File: src/hdl/hcalu_pkg.sv
// ----------------------------------------------------------------------------
// hcalu_pkg
// Operation codes, flag layout and operand/result types shared by the ALU
// datapath and its pipeline wrapper.
// ----------------------------------------------------------------------------
package hcalu_pkg;

  // operation codes
  typedef enum logic [4:0] {
    MODE_ADD   = 5'd0,
    MODE_ADC   = 5'd1,
    MODE_SUB   = 5'd2,
    MODE_SBC   = 5'd3,
    MODE_AND   = 5'd4,
    MODE_XOR   = 5'd5,
    MODE_OR    = 5'd6,
    MODE_CP    = 5'd7,
    MODE_INC   = 5'd8,
    MODE_DEC   = 5'd9,
    MODE_RLC   = 5'd10,
    MODE_RRC   = 5'd11,
    MODE_RL    = 5'd12,
    MODE_RR    = 5'd13,
    MODE_SLA   = 5'd14,
    MODE_SRA   = 5'd15,
    MODE_SWAP  = 5'd16,
    MODE_SRL   = 5'd17,
    MODE_BIT   = 5'd18,
    MODE_RES   = 5'd19,
    MODE_SET   = 5'd20,
    MODE_DAA   = 5'd21,
    MODE_ADD16 = 5'd22,
    MODE_INC16 = 5'd23,
    MODE_DEC16 = 5'd24
  } mode_t;

  // flag bit positions in the 4-bit flag word
  localparam int unsigned FLAG_Z = 3;
  localparam int unsigned FLAG_N = 2;
  localparam int unsigned FLAG_H = 1;
  localparam int unsigned FLAG_C = 0;

  // decimal adjust constants
  localparam logic [7:0] DAA_ADJ_HI  = 8'h60;
  localparam logic [7:0] DAA_ADJ_LO  = 8'h06;
  localparam logic [7:0] DAA_MAX_BCD = 8'h99;
  localparam logic [3:0] DAA_MAX_DIG = 4'h9;

  // one operation as presented to the datapath
  typedef struct packed {
    logic [4:0]  mode;
    logic [15:0] operand_a;
    logic [15:0] operand_b;
    logic [2:0]  bit_index;
    logic        accum_form;
    logic [3:0]  flags_in;
  } alu_op_t;

  // one result as produced by the datapath
  typedef struct packed {
    logic [15:0] result;
    logic [3:0]  flags_out;
    logic        write_result;
  } alu_res_t;

endpackage

File: src/hdl/handheld_cpu_alu_with_flags.sv
// ----------------------------------------------------------------------------
// handheld_cpu_alu_with_flags
// Registered 8/16-bit ALU with flag generation for a small handheld CPU.
// ----------------------------------------------------------------------------
// One operation per clock while in_stall is low: an accepted item is captured in
// the input register, passes the combinational ALU logic and lands in the result
// register, which drives out_valid, and a new item may be transferred in every
// cycle that in_stall is low. The input register and the result register form a
// two-entry pipeline; in_stall rises only when both hold an item and the result is
// stalled. Flags use bit3 Z, bit2 N, bit1 H, bit0 C.
module handheld_cpu_alu_with_flags
  import hcalu_pkg::*;
(
  input  logic        clk,
  input  logic        rst_n,
  input  logic        in_valid,
  output logic        in_stall,
  input  logic [4:0]  in_mode,
  input  logic [15:0] in_operand_a,
  input  logic [15:0] in_operand_b,
  input  logic [2:0]  in_bit_index,
  input  logic        in_accum_form,
  input  logic [3:0]  in_flags_in,
  output logic        out_valid,
  input  logic        out_stall,
  output logic [15:0] out_result,
  output logic [3:0]  out_flags_out,
  output logic        out_write_result
);

  alu_op_t  op_r;
  alu_op_t  op_nxt;
  logic     op_valid_r;
  alu_res_t res_r;
  alu_res_t res_nxt;
  logic     res_valid_r;
  logic     res_load;
  logic     op_load;

  // pipeline advance
  assign res_load = !res_valid_r || !out_stall;
  assign op_load  = !op_valid_r || res_load;
  assign in_stall = !op_load;

  assign op_nxt = '{mode: in_mode, operand_a: in_operand_a, operand_b: in_operand_b,
                    bit_index: in_bit_index, accum_form: in_accum_form,
                    flags_in: in_flags_in};

  // input register
  always_ff @(posedge clk) begin
    if (!rst_n) begin
      op_valid_r <= 1'b0;
    end else if (op_load) begin
      op_valid_r <= in_valid;
    end
  end

  always_ff @(posedge clk) begin
    if (op_load && in_valid) begin
      op_r <= op_nxt;
    end
  end

  // alu datapath
  hcalu_core u_core (
    .op  (op_r),
    .res (res_nxt)
  );

  // result register
  always_ff @(posedge clk) begin
    if (!rst_n) begin
      res_valid_r <= 1'b0;
    end else if (res_load) begin
      res_valid_r <= op_valid_r;
    end
  end

  always_ff @(posedge clk) begin
    if (res_load && op_valid_r) begin
      res_r <= res_nxt;
    end
  end

  assign out_valid        = res_valid_r;
  assign out_result       = res_r.result;
  assign out_flags_out    = res_r.flags_out;
  assign out_write_result = res_r.write_result;

  // input is held back only with both stages full and the output stalled
  a_stall_cause: assert property (@(posedge clk) disable iff (!rst_n)
    in_stall |-> (op_valid_r && res_valid_r && out_stall))
    else $error("input stalled without a full pipeline");

  // a transfer into a free pipeline is followed by a valid result in the result register
  a_advance: assert property (@(posedge clk) disable iff (!rst_n)
    (in_valid && !in_stall && !res_valid_r) |=> ##1 res_valid_r)
    else $error("accepted item did not reach the result register");

  // byte operations other than res and set leave the high result byte clear
  a_byte_high: assert property (@(posedge clk) disable iff (!rst_n)
    (op_valid_r && res_load && (op_r.mode < MODE_ADD16) && (op_r.mode != MODE_RES)
     && (op_r.mode != MODE_SET)) |=> (res_r.result[15:8] == 8'd0))
    else $error("byte operation produced a nonzero high byte");

endmodule

File: src/hdl/hcalu_core.sv
// ----------------------------------------------------------------------------
// hcalu_core
// Single-pass ALU datapath: byte arithmetic and logic, rotates and shifts,
// bit operations, decimal adjust and the 16-bit add/inc/dec, with flags.
// ----------------------------------------------------------------------------
module hcalu_core
  import hcalu_pkg::*;
(
  input  alu_op_t  op,
  output alu_res_t res
);

  logic [7:0]  a;
  logic [7:0]  b;
  logic [3:0]  f;
  logic        cin;
  logic        ci_add;
  logic        ci_sub;
  logic [8:0]  add_s;
  logic [4:0]  add_h;
  logic [8:0]  sub_d;
  logic [4:0]  sub_h;
  logic [7:0]  inc_r;
  logic [7:0]  dec_r;
  logic [7:0]  sh_r;
  logic        sh_c;
  logic        sh_rot;
  logic [7:0]  bit_mask;
  logic        daa_lo;
  logic        daa_hi;
  logic [7:0]  daa_corr;
  logic [7:0]  daa_r;
  logic [16:0] w_s;
  logic [12:0] w_h;
  mode_t       mode;

  assign mode = mode_t'(op.mode);
  assign a    = op.operand_a[7:0];
  assign b    = op.operand_b[7:0];
  assign f    = op.flags_in;
  assign cin  = f[FLAG_C];

  // add and subtract with nibble carry
  assign ci_add = (mode == MODE_ADC) ? cin : 1'b0;
  assign ci_sub = (mode == MODE_SBC) ? cin : 1'b0;
  assign add_s  = {1'b0, a} + {1'b0, b} + {8'd0, ci_add};
  assign add_h  = {1'b0, a[3:0]} + {1'b0, b[3:0]} + {4'd0, ci_add};
  assign sub_d  = {1'b0, a} - {1'b0, b} - {8'd0, ci_sub};
  assign sub_h  = {1'b0, a[3:0]} - {1'b0, b[3:0]} - {4'd0, ci_sub};
  assign inc_r  = a + 8'd1;
  assign dec_r  = a - 8'd1;

  // rotates, shifts and swap
  always_comb begin
    sh_r = a;
    sh_c = 1'b0;
    case (mode)
      MODE_RLC: begin
        sh_c = a[7];
        sh_r = {a[6:0], a[7]};
      end
      MODE_RRC: begin
        sh_c = a[0];
        sh_r = {a[0], a[7:1]};
      end
      MODE_RL: begin
        sh_c = a[7];
        sh_r = {a[6:0], cin};
      end
      MODE_RR: begin
        sh_c = a[0];
        sh_r = {cin, a[7:1]};
      end
      MODE_SLA: begin
        sh_c = a[7];
        sh_r = {a[6:0], 1'b0};
      end
      MODE_SRA: begin
        sh_c = a[0];
        sh_r = {a[7], a[7:1]};
      end
      MODE_SWAP: begin
        sh_r = {a[3:0], a[7:4]};
      end
      MODE_SRL: begin
        sh_c = a[0];
        sh_r = {1'b0, a[7:1]};
      end
      default: begin
        sh_r = a;
        sh_c = 1'b0;
      end
    endcase
  end

  // accumulator-form rotates force z low
  assign sh_rot = (mode == MODE_RLC) || (mode == MODE_RRC) ||
                  (mode == MODE_RL)  || (mode == MODE_RR);

  assign bit_mask = 8'd1 << op.bit_index;

  // decimal adjust correction
  assign daa_lo   = f[FLAG_H] || (!f[FLAG_N] && (a[3:0] > DAA_MAX_DIG));
  assign daa_hi   = cin || (!f[FLAG_N] && (a > DAA_MAX_BCD));
  assign daa_corr = (daa_hi ? DAA_ADJ_HI : 8'd0) | (daa_lo ? DAA_ADJ_LO : 8'd0);
  assign daa_r    = f[FLAG_N] ? (a - daa_corr) : (a + daa_corr);

  // 16-bit add with carries out of bits 11 and 15
  assign w_s = {1'b0, op.operand_a} + {1'b0, op.operand_b};
  assign w_h = {1'b0, op.operand_a[11:0]} + {1'b0, op.operand_b[11:0]};

  // result and flag select
  always_comb begin
    res.result       = op.operand_a;
    res.flags_out    = f;
    res.write_result = 1'b1;
    unique case (mode)
      MODE_ADD, MODE_ADC: begin
        res.result    = {8'd0, add_s[7:0]};
        res.flags_out = {~|add_s[7:0], 1'b0, add_h[4], add_s[8]};
      end
      MODE_SUB, MODE_SBC, MODE_CP: begin
        res.result       = {8'd0, sub_d[7:0]};
        res.flags_out    = {~|sub_d[7:0], 1'b1, sub_h[4], sub_d[8]};
        res.write_result = (mode != MODE_CP);
      end
      MODE_AND: begin
        res.result    = {8'd0, a & b};
        res.flags_out = {~|(a & b), 1'b0, 1'b1, 1'b0};
      end
      MODE_XOR: begin
        res.result    = {8'd0, a ^ b};
        res.flags_out = {~|(a ^ b), 3'b000};
      end
      MODE_OR: begin
        res.result    = {8'd0, a | b};
        res.flags_out = {~|(a | b), 3'b000};
      end
      MODE_INC: begin
        res.result    = {8'd0, inc_r};
        res.flags_out = {~|inc_r, 1'b0, &a[3:0], cin};
      end
      MODE_DEC: begin
        res.result    = {8'd0, dec_r};
        res.flags_out = {~|dec_r, 1'b1, ~|a[3:0], cin};
      end
      MODE_RLC, MODE_RRC, MODE_RL, MODE_RR,
      MODE_SLA, MODE_SRA, MODE_SWAP, MODE_SRL: begin
        res.result    = {8'd0, sh_r};
        res.flags_out = {(sh_rot && op.accum_form) ? 1'b0 : ~|sh_r, 2'b00, sh_c};
      end
      MODE_BIT: begin
        res.result       = {8'd0, a};
        res.flags_out    = {~|(a & bit_mask), 1'b0, 1'b1, cin};
        res.write_result = 1'b0;
      end
      MODE_RES: begin
        res.result = {8'd0, a & ~bit_mask};
      end
      MODE_SET: begin
        res.result = {8'd0, a | bit_mask};
      end
      MODE_DAA: begin
        res.result    = {8'd0, daa_r};
        res.flags_out = {~|daa_r, f[FLAG_N], 1'b0, daa_hi};
      end
      MODE_ADD16: begin
        res.result    = w_s[15:0];
        res.flags_out = {f[FLAG_Z], 1'b0, w_h[12], w_s[16]};
      end
      MODE_INC16: begin
        res.result = op.operand_a + 16'd1;
      end
      MODE_DEC16: begin
        res.result = op.operand_a - 16'd1;
      end
      default: begin
        // unused codes pass the operand through with no write
        res.result       = op.operand_a;
        res.flags_out    = f;
        res.write_result = 1'b0;
      end
    endcase
  end

endmodule

File: config.mk
export PLATFORM = sky130hd
export DESIGN_NAME = handheld_cpu_alu_with_flags
export DESIGN_NICKNAME = d
export VERILOG_FILES = /design/src/hdl/hcalu_pkg.sv /design/src/hdl/handheld_cpu_alu_with_flags.sv /design/src/hdl/hcalu_core.sv
export SDC_FILE = /design/constraint.sdc
export NUM_CORES = 1
export LEC_CHECK = 0
export ABC_CLOCK_PERIOD_IN_PS = 3600
export CAP_MARGIN = 20
export CORE_MARGIN = 3
export CORE_UTILIZATION = 35
export DETAILED_ROUTE_END_ITERATION = 12
export DONT_BUFFER_PORTS = 1
export PLACE_DENSITY = 0.6
export SLEW_MARGIN = 30
export SYNTH_ARGS = -nofsm -noshare
export SYNTH_HDL_FRONTEND = slang
export SYNTH_SLANG_ARGS = --single-unit
File: constraint.sdc
create_clock -name clk -period 3.6 [get_ports clk]
set_clock_uncertainty 0.1 [all_clocks]
set_input_delay 0.36 -clock clk [delete_from_list [all_inputs] [get_ports clk]]
set_output_delay 0.36 -clock clk [all_outputs]
set_load 0.01 [all_outputs]
==> metrics.md <==
| Metric | Value |
|---|---|
| Leak | 3.16 nW |
| RSZ-0062 raised after global routing | no |
| Netlist cell types | 78 |
| Number of enable flip-flop cells after synthesis | 66 |
| Minimum clock period | 3.57 ns |
| Vias | 6761 |
| Max layer used | met5 |
| Status | completed |
| CP cell instances | buf_4 > buf_4 > fa_1 > fa_1 > a221oi_1 > o211ai_1 > a2111oi_0 > buf_4 > a21o_1 > o21ai_0 |
| CP Capture Type | register |
| Clock latency on the worst-skew pair | 0.36 ns |
| CTS tree | built |
| Slew @ Worst Pin | 0.702 ns |
| Die area | 21100 um^2 |
| Met2 Wirelength | 10800 um |
| Metal1 wirelength | 11000 um |
| Number of fill cells | 1904 |
| Largest net degree at the start of global routing | 46 |
| Critical path arrival | 3.51 ns |
| Worst setup margin | 0.0299 ns |
| Final Power | 2.71 mW |
| Share of cells above drive strength 1 | 12.8% |
| Wirelength, routed | 25400 um |
| Initial antenna violation count | 2 |
| DP Worst Slack | -0.00291 ns |
| Post-synthesis sequential area ratio | 29.8% |
| Crit-path slowest cell | a2111oi_0 |
| GR Overflow Total | 0 |
| Mapped Area | 6780 um^2 |
| Die Ht | 145 um |
| Reg clk slew, reported paths | 0.07 ns |
| Post-route ant nets | 0 |
| Slew headroom | 52.0% |
| Final HPWL DP | 19200 um |
| Nets@finish | 962 |
| Clock buffer depth | 2 |
| CP Class | reg2reg |
| Crit Path Max Fanout | 6 |
| Predominant post-synthesis flop cell | edfxtp_1 |
| DRT Pass-1 Iters | 6 |
| Cells after Synth | 765 |
| Worst EP required | 3.54 ns |
| Drt drc | 0 |
| Die X | 145 um |
| Number of global-route vias before repair | 6336 |
| Fmax | 280 MHz |
| Cts bufs inserted | 9 |
| Fin area | 8170 um^2 |
| Endpoints failing setup | 0 |
| Mapped Nets | 885 |
| IO Port Bufs | 0 |
| Crit path largest cell delay | 0.50 ns |
| First-pass GRT wire length | 38300 um |
| Clock H-tree levels | 3 |
| Final RePlAce weighted congestion | 1.00 |
| Commonest cells after routing, fill and taps aside | edfxtp_1 (66), ha_1 (64), a21oi_1 (59), buf_4 (59), nand2_1 (53) |
| Post-synth top area share | 29.2% |
| CORE AREA | 18900 um^2 |
| VDD IR max | 0.232 mV |
| Final Max Slew Viols | 0 |
| DR WL met3 | 2570 um |
| Tcrit/Tclk final | 99.2% |
| Fin. Hold Viols | 0 |
| PwrDens | 331 nW/um^2 |
| DR vias/cell | 6.11 |
| Largest area contributor in the netlist | edfxtp_1 |
| Starting density of the core | 35.9% |
| Ys async rst share | 0% |
| CP Launch Type | register |
| Most Frequent Cell on Critical Path | buf_4 |
| DR iter-0 viols | 1267 |
| R2R setup slack | 0.03 ns |
| Syn Area/Cell | 8.86 um^2 |
| Final cell count without fillers | 1107 |
| Root buffer cell | clkbuf_16 |
| Leading cell type in the layout, fill and taps excluded | edfxtp_1 |
| Synth area leaders | edfxtp_1 (29%), ha_1 (12%), a21oi_1 (4.4%), xnor2_1 (4.0%), o21ai_0 (3.6%) |
| Total GRT Usage | 23.4% |
| Routed wire per std cell | 22.9 um |
| Min-delay worst type | in2reg |
| Area grow syn2layout | 20.5% |
| Synthesized flop and latch total | 68 |
| Synthesis Warnings | 0 |
| Placed cell count | 1044 |
| N_diodes | 0 |
| I/O pin cnt | 72 |
| Clock sinks | 68 |
| Placement Cell Area | 7390 um^2 |
| Row Count | 50 |
| Max_cap viols | 0 |
-- cell usage after synthesis, types with 15 or more instances --
master     n
nand2_1   53
edfxtp_1  66
a21oi_1   59
inv_1     33
xnor2_1   31
nand3_1   20
xor2_1    15
clkbuf_1  22
nand4_1   15
nor2_1    51
o21ai_0   49
ha_1      65
nor3_1    19
-- through the flow --
stage	utilization, %	TNS (ns)	hold WS [ns]
2_1_floorplan	-	0	0.359
3_3_place_gp	39.1	0	0.359
3_5_place_dp	39.1	-0.00291	0.359
4_1_cts	42.8	0	0.000612
5_1_grt	43.2	0	0.0426
6_report	43.2	0	0.0401
-- path summary, 6_finish.rpt --
kind | startpoint | to | depth (start not counted)
setup / recovery | op_r[24]$_DFFE_PP_ | out_result[2]$_DFFE_PP_ | 10
hold / removal | rst_n | out_valid$_SDFFE_PN0P_ | 1
setup reg to reg | op_r[24]$_DFFE_PP_ | out_result[2]$_DFFE_PP_ | 10
hold reg to reg | op_valid_r$_SDFFE_PN0N_ | out_valid$_SDFFE_PN0P_ | 2
-- registers in the layout, indices dropped and copies added (netlist names) --
signal / flops
op_valid_r: 1
out_result: 16
out_write_result: 1
out_flags_out: 4
out_valid: 1
op_r: 45
-- cell type report --
class | count | area [um^2] | share of cell area (%)
Multi-Input combinational cell | 624 | 4510 | 55.1
Timing Repair Buffer | 105 | 913 | 11.2
Tap cell | 260 | 325 | 3.98
Sequential cell | 68 | 2020 | 24.7
Clock buffer | 9 | 225 | 2.76
Inverter | 34 | 128 | 1.56
Clock inverter | 7 | 51.3 | 0.628
-- worst max-delay path: cells and delay by family, from the launching register on --
family / cells / cell delay, ns
flops: 1 / 0.44
fa+ha+maj: 2 / 0.93
compound gates: 5 / 1.25
buf+inv: 3 / 0.51
-- routing by layer --
metal	GRT usage, %	vias to the layer above
met5	0	-
met4	8.55	2
met3	5.12	77
met2	35.0	380
met1	33.1	3218
li1	-	3084
-- cell families after synthesis --
family | Yosys count | share of synthesized area [%]
xor+xnor | 46 | 5.94
simple gates | 247 | 19.5
compound gates | 254 | 25.5
mux | 6 | 0.923
buf+inv | 73 | 4.50
flops | 68 | 29.8
fa+ha+maj | 71 | 13.8
-- power by group --
group | switching [mW] | internal [mW] | total [mW]
combinational | 0.517 | 0.351 | 0.868
sequential | 0.0488 | 0.931 | 0.979
clock | 0.389 | 0.470 | 0.858
total | 0.954 | 1.75 | 2.71
-- repair_timing --
action | CTS | global route
setup endpoints to repair | 1 | 6
resized for setup | 1 | 10
buffers inserted | 0 | 2
pin swaps | 0 | 1
hold buffers | 42 | 3
endpoints found under the hold margin | 42 | 3
Note: power is estimated with default switching activity, not from simulation.
